[config.mk]
export PLATFORM = sky130hd
export DESIGN_NAME = rgb_to_hsv_converter
export DESIGN_NICKNAME = d
export VERILOG_FILES = /design/src/hw/rtl/hsv_pkg.sv /design/src/hw/rtl/hsv_front.sv /design/src/hw/rtl/hsv_div_pipe.sv /design/src/hw/rtl/hsv_back.sv /design/src/hw/rtl/rgb_to_hsv_converter.sv
export SDC_FILE = /design/constraint.sdc
export NUM_CORES = 1
export LEC_CHECK = 0
export BUFFER_PORTS_ARGS = -buffer_cell sky130_fd_sc_hd__buf_4
export CAP_MARGIN = 10
export CORE_UTILIZATION = 41
export CTS_CLUSTER_SIZE = 20
export DETAILED_ROUTE_END_ITERATION = 10
export GPL_TIMING_DRIVEN = 0
export SYNTH_ARGS = -nofsm -noshare
export SYNTH_HDL_FRONTEND = slang
export SYNTH_SLANG_ARGS = --single-unit
export TNS_END_PERCENT = 1
[constraint.sdc]
create_clock -name i_clk -period 6.3 [get_ports i_clk]
set_input_delay 1.26 -clock i_clk [delete_from_list [all_inputs] [get_ports i_clk]]
set_output_delay 1.26 -clock i_clk [all_outputs]
set_load 0.005 [all_outputs]
[src/hw/rtl/hsv_pkg.sv]
// ----------------------------------------------------------------------------
// hsv_pkg
// Types and constants shared by the rgb to hsv conversion pipeline.
// ----------------------------------------------------------------------------
package hsv_pkg;

    localparam int CH_W      = 8;
    localparam int HUE_W     = 9;
    localparam int SAT_NUM_W = 2 * CH_W;
    localparam int HUE_NUM_W = 14;
    localparam int SAT_Q_W   = 8;
    localparam int HUE_Q_W   = 6;
    localparam int DIV_STAGES = SAT_Q_W;

    localparam logic [HUE_W-1:0] HUE_OFF_RED   = 9'd0;
    localparam logic [HUE_W-1:0] HUE_OFF_GREEN = 9'd120;
    localparam logic [HUE_W-1:0] HUE_OFF_BLUE  = 9'd240;
    localparam logic [HUE_W:0]   HUE_WRAP      = 10'd360;

    typedef enum logic [1:0] {
        SEC_RED,
        SEC_GREEN,
        SEC_BLUE
    } t_sector;

    typedef struct packed {
        logic [CH_W-1:0] red_in;
        logic [CH_W-1:0] green_in;
        logic [CH_W-1:0] blue_in;
        logic [CH_W-1:0] alpha_in;
    } t_pixel;

    typedef struct packed {
        logic [HUE_W-1:0] hue_deg;
        logic [CH_W-1:0]  sat_out;
        logic [CH_W-1:0]  val_out;
        logic [CH_W-1:0]  alpha_out;
    } t_hsv;

    // one word in flight through the divider stages
    typedef struct packed {
        logic [SAT_NUM_W-1:0] sat_rem;
        logic [SAT_Q_W-1:0]   sat_q;
        logic [HUE_NUM_W-1:0] hue_rem;
        logic [HUE_Q_W-1:0]   hue_q;
        logic [CH_W-1:0]      val;
        logic [CH_W-1:0]      delta;
        logic                 hue_neg;
        t_sector              sector;
        logic                 grey;
        logic                 black;
        logic [CH_W-1:0]      alpha;
    } t_div_lane;

endpackage

[src/hw/rtl/hsv_front.sv]
// ----------------------------------------------------------------------------
// hsv_front
// Input register, max/min and sector select, then the two dividends.
// ----------------------------------------------------------------------------
module hsv_front (
    input  logic               i_clk,
    input  logic               i_rst_n,
    input  logic               i_valid,
    input  hsv_pkg::t_pixel    i_pixel,
    output logic               o_valid,
    output hsv_pkg::t_div_lane o_lane
);
    import hsv_pkg::*;

    logic        r_v0, r_v1, r_v2;
    t_pixel      r_pix;
    logic [CH_W-1:0] r_val, r_delta, r_mag, r_alpha;
    logic        r_neg;
    t_sector     r_sector;
    t_div_lane   r_lane;

    logic [CH_W-1:0] n_val, n_min, n_mag, op_a, op_b;
    logic        n_neg;
    t_sector     n_sector;
    t_div_lane   n_lane;

    // stage 1: largest, smallest, sector and hue difference
    always_comb begin
        n_min = r_pix.red_in;
        if (r_pix.green_in < n_min) n_min = r_pix.green_in;
        if (r_pix.blue_in < n_min)  n_min = r_pix.blue_in;

        priority if (r_pix.red_in >= r_pix.green_in && r_pix.red_in >= r_pix.blue_in) begin
            n_sector = SEC_RED;
            n_val    = r_pix.red_in;
            op_a     = r_pix.green_in;
            op_b     = r_pix.blue_in;
        end else if (r_pix.green_in >= r_pix.blue_in) begin
            n_sector = SEC_GREEN;
            n_val    = r_pix.green_in;
            op_a     = r_pix.blue_in;
            op_b     = r_pix.red_in;
        end else begin
            n_sector = SEC_BLUE;
            n_val    = r_pix.blue_in;
            op_a     = r_pix.red_in;
            op_b     = r_pix.green_in;
        end

        if (op_a >= op_b) begin
            n_neg = 1'b0;
            n_mag = op_a - op_b;
        end else begin
            n_neg = 1'b1;
            n_mag = op_b - op_a;
        end
    end

    // stage 2: 255*delta and 60*|diff| by shift and subtract
    always_comb begin
        n_lane         = '0;
        n_lane.sat_rem = {r_delta, 8'b0} - SAT_NUM_W'(r_delta);
        n_lane.hue_rem = HUE_NUM_W'({r_mag, 6'b0}) - HUE_NUM_W'({r_mag, 2'b0});
        n_lane.val     = r_val;
        n_lane.delta   = r_delta;
        n_lane.hue_neg = r_neg;
        n_lane.sector  = r_sector;
        n_lane.grey    = (r_delta == '0);
        n_lane.black   = (r_val == '0);
        n_lane.alpha   = r_alpha;
    end

    always_ff @(posedge i_clk) begin
        if (!i_rst_n) begin
            r_v0 <= 1'b0;
            r_v1 <= 1'b0;
            r_v2 <= 1'b0;
        end else begin
            r_v0 <= i_valid;
            r_v1 <= r_v0;
            r_v2 <= r_v1;
        end
    end

    always_ff @(posedge i_clk) begin
        r_pix    <= i_pixel;
        r_val    <= n_val;
        r_delta  <= n_val - n_min;
        r_mag    <= n_mag;
        r_neg    <= n_neg;
        r_sector <= n_sector;
        r_alpha  <= r_pix.alpha_in;
        r_lane   <= n_lane;
    end

    assign o_valid = r_v2;
    assign o_lane  = r_lane;

endmodule

[src/hw/rtl/hsv_div_pipe.sv]
// ----------------------------------------------------------------------------
// hsv_div_pipe
// Pipelined restoring divider, one saturation quotient bit per stage; the hue
// quotient bits come only from the stages for its low HUE_Q_W bits.
// ----------------------------------------------------------------------------
module hsv_div_pipe (
    input  logic               i_clk,
    input  logic               i_rst_n,
    input  logic               i_valid,
    input  hsv_pkg::t_div_lane i_lane,
    output logic               o_valid,
    output hsv_pkg::t_div_lane o_lane
);
    import hsv_pkg::*;

    logic      r_valid [0:DIV_STAGES-1];
    t_div_lane r_lane  [0:DIV_STAGES-1];

    for (genvar k = 0; k < DIV_STAGES; k++) begin : g_stage
        localparam int BIT    = SAT_Q_W - 1 - k;
        localparam bit HUE_ON = (BIT < HUE_Q_W);
        localparam int HB     = HUE_ON ? BIT : 0;

        t_div_lane lane_in;
        t_div_lane n_lane;
        logic      valid_in;
        logic [SAT_NUM_W-1:0] sat_d;
        logic [HUE_NUM_W-1:0] hue_d;

        if (k == 0) begin : g_head
            assign lane_in  = i_lane;
            assign valid_in = i_valid;
        end else begin : g_body
            assign lane_in  = r_lane[k-1];
            assign valid_in = r_valid[k-1];
        end

        always_comb begin
            n_lane = lane_in;
            sat_d  = SAT_NUM_W'(lane_in.val) << BIT;
            hue_d  = HUE_NUM_W'(lane_in.delta) << HB;
            if (lane_in.sat_rem >= sat_d) begin
                n_lane.sat_rem    = lane_in.sat_rem - sat_d;
                n_lane.sat_q[BIT] = 1'b1;
            end
            if (HUE_ON && lane_in.hue_rem >= hue_d) begin
                n_lane.hue_rem   = lane_in.hue_rem - hue_d;
                n_lane.hue_q[HB] = 1'b1;
            end
        end

        always_ff @(posedge i_clk) begin
            if (!i_rst_n) begin
                r_valid[k] <= 1'b0;
            end else begin
                r_valid[k] <= valid_in;
            end
        end

        always_ff @(posedge i_clk) begin
            r_lane[k] <= n_lane;
        end
    end

    assign o_valid = r_valid[DIV_STAGES-1];
    assign o_lane  = r_lane[DIV_STAGES-1];

endmodule

[src/hw/rtl/hsv_back.sv]
// ----------------------------------------------------------------------------
// hsv_back
// Hue rounding and sector offset, special cases, and the result register.
// ----------------------------------------------------------------------------
module hsv_back (
    input  logic               i_clk,
    input  logic               i_rst_n,
    input  logic               i_valid,
    input  hsv_pkg::t_div_lane i_lane,
    output logic               o_done,
    output hsv_pkg::t_hsv      o_hsv
);
    import hsv_pkg::*;

    logic        r_done;
    t_hsv        r_hsv;
    t_hsv        n_hsv;
    logic [HUE_Q_W:0]   mag;
    logic [HUE_W-1:0]   offset;
    logic [HUE_W:0]     hue_s;

    always_comb begin
        // floor of a negative quotient rounds away from zero
        mag = {1'b0, i_lane.hue_q} +
              (HUE_Q_W+1)'(i_lane.hue_neg && (i_lane.hue_rem != '0));

        unique case (i_lane.sector)
            SEC_RED:   offset = HUE_OFF_RED;
            SEC_GREEN: offset = HUE_OFF_GREEN;
            SEC_BLUE:  offset = HUE_OFF_BLUE;
            default:   offset = HUE_OFF_RED;
        endcase

        if (i_lane.hue_neg) begin
            hue_s = {1'b0, offset} - (HUE_W+1)'(mag);
        end else begin
            hue_s = {1'b0, offset} + (HUE_W+1)'(mag);
        end
        if (hue_s[HUE_W]) begin
            hue_s = hue_s + HUE_WRAP;
        end

        n_hsv.hue_deg   = i_lane.grey ? '0 : hue_s[HUE_W-1:0];
        n_hsv.sat_out   = i_lane.black ? '0 : i_lane.sat_q;
        n_hsv.val_out   = i_lane.val;
        n_hsv.alpha_out = i_lane.alpha;
    end

    always_ff @(posedge i_clk) begin
        if (!i_rst_n) begin
            r_done <= 1'b0;
        end else begin
            r_done <= i_valid;
        end
    end

    always_ff @(posedge i_clk) begin
        r_hsv <= n_hsv;
    end

    assign o_done = r_done;
    assign o_hsv  = r_hsv;

endmodule

[src/hw/rtl/rgb_to_hsv_converter.sv]
// ----------------------------------------------------------------------------
// rgb_to_hsv_converter
// RGBA pixel to HSV plus alpha, fully pipelined.
// ----------------------------------------------------------------------------
// One pixel is taken every clock: busy stays low, so start may be held high
// continuously. Each pixel yields one result word, shown with o_done for a
// single cycle, in order. The pipeline holds the input, min/max and dividend
// registers, the eight-stage divider (one saturation quotient bit per stage)
// and the result register. The receiver cannot stall the pipeline and must
// take each word in the cycle it appears.
module rgb_to_hsv_converter (
    input  logic            i_clk,
    input  logic            i_rst_n,
    input  logic            start,
    input  hsv_pkg::t_pixel i_pixel,
    output logic            busy,
    output logic            o_done,
    output hsv_pkg::t_hsv   o_hsv
);
    import hsv_pkg::*;

    logic      front_valid, div_valid;
    t_div_lane front_lane, div_lane;

    assign busy = 1'b0;

    hsv_front u_front (
        .i_clk   (i_clk),
        .i_rst_n (i_rst_n),
        .i_valid (start & ~busy),
        .i_pixel (i_pixel),
        .o_valid (front_valid),
        .o_lane  (front_lane)
    );

    hsv_div_pipe u_div (
        .i_clk   (i_clk),
        .i_rst_n (i_rst_n),
        .i_valid (front_valid),
        .i_lane  (front_lane),
        .o_valid (div_valid),
        .o_lane  (div_lane)
    );

    hsv_back u_back (
        .i_clk   (i_clk),
        .i_rst_n (i_rst_n),
        .i_valid (div_valid),
        .i_lane  (div_lane),
        .o_done  (o_done),
        .o_hsv   (o_hsv)
    );

endmodule

# Word-level counts from Yosys, hierarchy flattened
# Memories as Yosys holds them, arrays and structs flattened. A register that Yosys moved wholly into a read port is not among the register bits.
# Index checks and enable logic that the tools add are counted.
[op_classes] n_mux=50 order_cmp=20 n_addsub=23 n_eq_ne=2 reduce_logical=6 bitwise_logic=8
[op_table] cell="2-to-1 mux 16 bit" n=7
[op_table] cell="2-to-1 mux 8 bit" n=9
[op_table] cell="2-to-1 mux 14 bit" n=5
[op_table] cell="greater-or-equal comparator 8 bit" n=4
[op_table] cell="subtractor 16 x 8 -> 16 bit" n=2
[op_table] cell="subtractor 14 x 10 -> 14 bit" n=2
[op_table] cell="subtractor 8 bit" n=3
[op_table] cell="2-to-1 mux 1 bit" n=23
[op_table] cell="2-to-1 mux 17 bit" n=1
[op_table] cell="greater-or-equal comparator 16 x 10 -> 1 bit" n=1
[op_table] cell="greater-or-equal comparator 16 x 11 -> 1 bit" n=1
[op_table] cell="greater-or-equal comparator 16 x 12 -> 1 bit" n=1
[op_table] cell="greater-or-equal comparator 16 x 13 -> 1 bit" n=1
[op_table] cell="greater-or-equal comparator 16 x 14 -> 1 bit" n=1
[op_table] cell="greater-or-equal comparator 16 x 15 -> 1 bit" n=1
[op_table] cell="greater-or-equal comparator 16 x 8 -> 1 bit" n=1
[op_table] cell="greater-or-equal comparator 16 x 9 -> 1 bit" n=1
[op_table] cell="zero test 8 bit" n=2
[op_table] cell="< comparator 8 bit" n=2
[op_table] cell="one-hot mux 8 bit (2 select lines)" n=1
[op_table] cell="subtractor 16 x 10 -> 16 bit" n=1
[op_table] cell="subtractor 16 x 11 -> 16 bit" n=1
[op_table] cell="subtractor 16 x 12 -> 16 bit" n=1
[op_table] cell="subtractor 16 x 13 -> 16 bit" n=1
[op_table] cell="other kinds (28)" n=36
[totals] mem_count=2 ramBits=592 inputBits=35 ff_bits=162 elab_cells=137
[memory_table] memory="u_div.r_lane" depth=8 width=73 read_ports=8 rd_clocked_by_memory_dff=0 write_ports=8 line_no="hsv_div_pipe.sv:17" rtl="t_div_lane r_lane [0:DIV_STAGES-1];"
[memory_table] memory="u_div.r_valid" depth=8 width=1 read_ports=8 rd_clocked_by_memory_dff=1 write_ports=8 line_no="hsv_div_pipe.sv:16" rtl="logic r_valid [0:DIV_STAGES-1];"

# Logic depth before layout (Yosys ltp)
# An unclocked memory read counts as a cell.
[depth] ltp_word=8 mapped_depth=28 depth_no_buf=25

# Cells and area by module
# Synthesis repeated with hierarchy kept, for this count alone.
[unflattened] cells_unflattened=2507 area_unflattened_um2=26973.4
[by_module_without_submodules] module="hsv_div_pipe" area_each_um2=19741.4 instances=1 cells_each=1761
[by_module_without_submodules] module="hsv_front" area_each_um2=5659.2 instances=1 cells_each=589
[by_module_without_submodules] module="hsv_back" area_each_um2=1561.5 instances=1 cells_each=155
[by_module_without_submodules] module="rgb_to_hsv_converter" area_each_um2=11.3 instances=1 cells_each=2

# Least setup slack after synthesis
# No wires, ideal clock.
[synth_timing] path_type="register to register" from="register u_front.r_pix[17] (netlist bit)" to="register u_front.r_delta[7]" path_stages_with_launch=25 arrival_time_ns=5.082 setup_slack_ns=1.099 setup_ns=0.118 path_buffers=3 required_ns=6.182 cell_sequence="dfxtp_1 inv_1 ha_1 nor2b_1 o211ai_1 a211oi_2 nor2_1 clkbuf_1 a21oi_1 ha_1 a2111oi_0 and3_1 o21ai_1 or3b_1 buf_2 clkbuf_1 a21oi_1 ha_1 a21o_1 a21o_1 a21o_1 a2111oi_0 nor3_1 xnor2_2 xnor2_1"
[synth_between] elab_chain_cells=5
[synth_lines] item="start: declaration" line_no="hsv_front.sv:16" rtl="t_pixel r_pix;"
[synth_lines] item="start signal: assignment" line_no="hsv_front.sv:86" rtl="r_pix <= i_pixel;"
[synth_lines] item="< comparator 8 bit" line_no="hsv_front.sv:30" rtl="if (r_pix.green_in < n_min) n_min = r_pix.green_in;"
[synth_lines] item="2-to-1 mux 8 bit" line_no="hsv_front.sv:30"
[synth_lines] item="< comparator 8 bit" line_no="hsv_front.sv:31" rtl="if (r_pix.blue_in < n_min) n_min = r_pix.blue_in;"
[synth_lines] item="2-to-1 mux 8 bit" line_no="hsv_front.sv:31"
[synth_lines] item="subtractor 8 bit *" line_no="hsv_front.sv:88" rtl="r_delta <= n_val - n_min;"
[synth_lines] item="end signal: assignment" line_no="hsv_front.sv:88"
[synth_lines] item="end: declaration" line_no="hsv_front.sv:17" rtl="logic [CH_W-1:0] r_val, r_delta, r_mag, r_alpha;"
# Every way passes the cells marked *; elsewhere a longest branch is shown, timed or not.
# A chain may end at the register's enable or synchronous reset.

# Worst setup path after layout
[layout_timing] from="register u_front.r_pix[19] (netlist bit)" to="register u_front.r_delta[7]"
# Same word-level chain as after synthesis.

==> flow_summary_export.csv <==
group,metric,value,unit
run_status,status,"finished clean",
timing,fin_crit,5674,ps
global_routing,grt-busiest-layer,"met2",
worst_setup_path,r2r_setup_slack,630,ps
clock_tree,cts-buffers-inserted,70,
clock_tree,cts_setup_buffers,0,
timing,final-setup-viol-count,0,
worst_setup_path,worstSetupPathType,"register to register",
final_layout,final_common_cell,"dfxtp_1",
global_routing,grt_first_pass_wirelength,70.30,mm
worst_setup_path,cp-start-kind,"register",
route,viasPerCell,4.736,
timing,worst_pin_slew,876.2,ps
worst_setup_path,end_kind,"register",
placement,postPlaceCellArea,0.02537,sq mm
logic_synthesis,async_flop_share,0,%
final_layout,nNetsFinal,2624,
placement,gp_congestion,0.8633,
die,num_rows,88,
die,die_h,243.5,um
min_path,hold_class,"register to register",
worst_setup_path,worstPathRequired,6770,ps
route,firstDrtPassIters,5,
final_layout,drive_above_1_share,11.14,%
route,ant_nets,0,
power_and_ir_drop,power.density,620.5,mW/mm^2
global_routing,grt_usage,14.22,%
power_and_ir_drop,peakVddDrop,0.2145,mV
clock_tree,clk_pin_slew,60,ps
die,pin_count,70,
logic_synthesis,synth_area_leaders,"dfxtp_1, ha_1, inv_1",
final_layout,num_antenna_cells,0,
global_routing,use_met2,26.09,%
worst_setup_path,worstPathArrival,6150,ps
logic_synthesis,yosysUniqueCellTypes,90,
timing,max_freq,0.1763,GHz
clock_tree,cts_tree,"done",
worst_setup_path,critPathBufInv,3,
logic_synthesis,synth_ff_type,"dfxtp_1",
min_path,worstHoldStart,"u_div.r_lane[1][240]$_DFF_P_",
worst_setup_path,r2r_start,"u_front.r_pix[19]$_DFF_P_",
worst_setup_path,worst_path_max_delay_cell,"a2111oi_1",
route,routed_wirelength,41.26,mm
run,drv_cap,0,
logic_synthesis,netlist_instances,2247,
logic_synthesis,seq_area_frac_synth,54.68,%
route,num_vias,15190,
logic_synthesis,synth_edf_count,0,
logic_synthesis,syn_nets,2485,
final_layout,fillCellCount,5208,
die,dieArea,0.05928,sq mm
worst_setup_path,max_stage_delay,450,ps
worst_setup_path,path_cells,"inv_1 > ha_1 > nand4_1 > nor2_2 > a211oi_2 > nor2_1 > clkbuf_2 > a21oi_1 > ha_1 > a2111oi_1 > and3_1 > o21ai_1 > or3b_1 > buf_2 > nor2_1 > a21oi_1 > ha_1 > a21o_1 > a21o_1 > a21o_1 > a2111oi_0 > nor3_1 > xnor2_2 > xnor2_1",
clock_tree,clk-insertion-delay-late,600,ps
final_layout,syn_to_final_growth,16.04,%
worst_setup_path,reg2reg_to,"u_front.r_delta[7]$_DFF_P_",
worst_setup_path,worstPathMaxFanout,15,
clock_tree,max-clock-path-buffers,3,
timing,slew_viol_final,0,
power_and_ir_drop,power.leakage,12.36,nW
logic_synthesis,post_synth_instance_area,0.02391,sq mm
min_path,hold_path_depth,0,
global_routing,overflow,0,
timing,maxSlewHeadroom,41.59,%
global_routing,antenna_found_initial,0,
logic_synthesis,synth_top_cell_by_area,"dfxtp_1",
worst_setup_path,cp_top_family,"compound AO/OA/AOI/OAI gates",
placement,dpl.hpwl,31.06,mm
die,fp.dieW,243.5,um
min_path,hold_end,"u_back.o_hsv[8]$_DFF_P_",
logic_synthesis,synth_seq_cells,653,
clock_tree,htreeDepth,3,
global_routing,grt_pass1_vias,15500,
die,initial_utilization,41.43,%
final_layout,final_cell_mix,"dfxtp_1, inv_1, ha_1, nor2_1, nand2_1",
global_routing,grt_use_met1,15.44,%
logic_synthesis,synth_top_cell_area_share,54.68,%
timing,final.setup_skew,25.26,ps
route,drc,0,
final_layout,fin_area,0.02774,sq mm
route,drt-initial-drc-count,619,
placement,io_buffers,68,
timing,fin_crit_sh,90.06,%
timing,rsz0062_at_grt,"no",
clock_tree,clock-sinks,653,
logic_synthesis,yosysWarnings,0,
clock_tree,root_buffer,"clkbuf_16",
logic_synthesis,avgSynthCellArea,10.64,sq um
route,wl_per_cell,12.87,um
die,placeableCoreArea,0.05770,sq mm
worst_setup_path,worstRegToRegCells,24,
timing,tns,0,ps
global_routing,grt.met3_usage,2.875,%
global_routing,grt_max_degree,16,
timing,hold_viol,0,
[flip-flops by register name (all words and copies together), names as in the netlist, 2 cells and up]
| register | cells |
|---|---|
| u_back.o_hsv | 33 |
| u_div.r_lane | 485 |
| u_div.r_valid | 8 |
| u_front.o_lane | 56 |
| u_front.r_alpha | 8 |
| u_front.r_delta | 8 |
| u_front.r_mag | 8 |
| u_front.r_pix | 32 |
| u_front.r_sector | 2 |
| u_front.r_val | 8 |
[synthesized netlist by cell type, drive strengths merged, types with 21 or more instances]
library cell  instances
mux2i                35
xnor2                75
a21boi               29
xor2                 45
nand2               124
mux2                 37
nand2b               24
o21ai               133
dfxtp               653
nor2                155
ha                  186
a21o                 47
inv                 217
clkbuf               21
nor2b                51
a21oi               106
nor3                 45
[logic make-up (layout without fill, tap and decap cells)]
logic type / Yosys count / in the layout / synth area share, %
AOI/OAI and AO/OA: 424 / 424 / 11.53
and+or+nand+nor: 525 / 525 / 10.90
xor gates and xnor gates: 120 / 120 / 4.428
buffers and inverters: 249 / 443 / 4.062
adders and majority gates: 203 / 203 / 11.16
other: 1 / 1 / 0.01569
muxes: 72 / 72 / 3.224
DFF: 653 / 653 / 54.68
[layout make-up]
class,instances,area (sq um),area share (%)
Buffer,30,150.1,0.5412
Sequential cell,653,13070,47.12
Tap cell,765,957.2,3.450
Clock inverter,31,366.6,1.322
Timing Repair Buffer,68,510.5,1.840
Multi-Input combinational cell,1345,9863,35.56
Clock buffer,96,2002,7.217
Inverter,218,818.3,2.950
[metrics by stage]
stage	power, mW	std cells	hold slack [ps]	setup slack [ps]	utilization (%)
after global placement	12.94	3080	309.7	359.5	43.98
after CTS	17.42	3207	306.4	303.6	48.08
final	17.21	3206	301.0	626.3	48.08
after global routing	18.66	3206	317.8	14.78	48.08
after detailed placement	13.22	3080	312.1	316.4	43.98
after floorplan	11.66	2247	309.6	1099	-
[what timing repair did]
item / in CTS / in global routing
endpoints found under the setup margin: 0 / 2
hold buffers: 0 / 0
endpoints found under the hold margin: 0 / 0
resized for setup: 0 / 3
[where the power goes]
group | switching [mW] | total [mW] | internal, mW | leakage [nW]
Combinational | 3.54 | 6.70 | 3.16 | 5.73
Clock | 1.60 | 4.09 | 2.49 | 1.15
Sequential | 0.740 | 6.42 | 5.68 | 5.48
[metal layers]
metal	part of all wire, %	wire (um)
met5	0	0
met4	4.0	1670
met3	2.9	1198
met2	51	20930
met1	42	17470
[worst max path at each step]
stage / end / depth (start not counted) / from
finish: u_front.r_delta[7]$_DFF_P_ / 24 / u_front.r_pix[19]$_DFF_P_
global route: u_front.r_delta[7]$_DFF_P_ / 24 / u_front.r_pix[19]$_DFF_P_
CTS: u_front.r_delta[7]$_DFF_P_ / 24 / u_front.r_pix[19]$_DFF_P_
detailed placement: u_front.r_delta[7]$_DFF_P_ / 24 / u_front.r_pix[19]$_DFF_P_
global placement: u_front.r_delta[7]$_DFF_P_ / 24 / u_front.r_pix[17]$_DFF_P_
floorplan: u_front.r_delta[7]$_DFF_P_ / 24 / u_front.r_pix[17]$_DFF_P_
No activity file was read; power rests on OpenSTA's default activity.
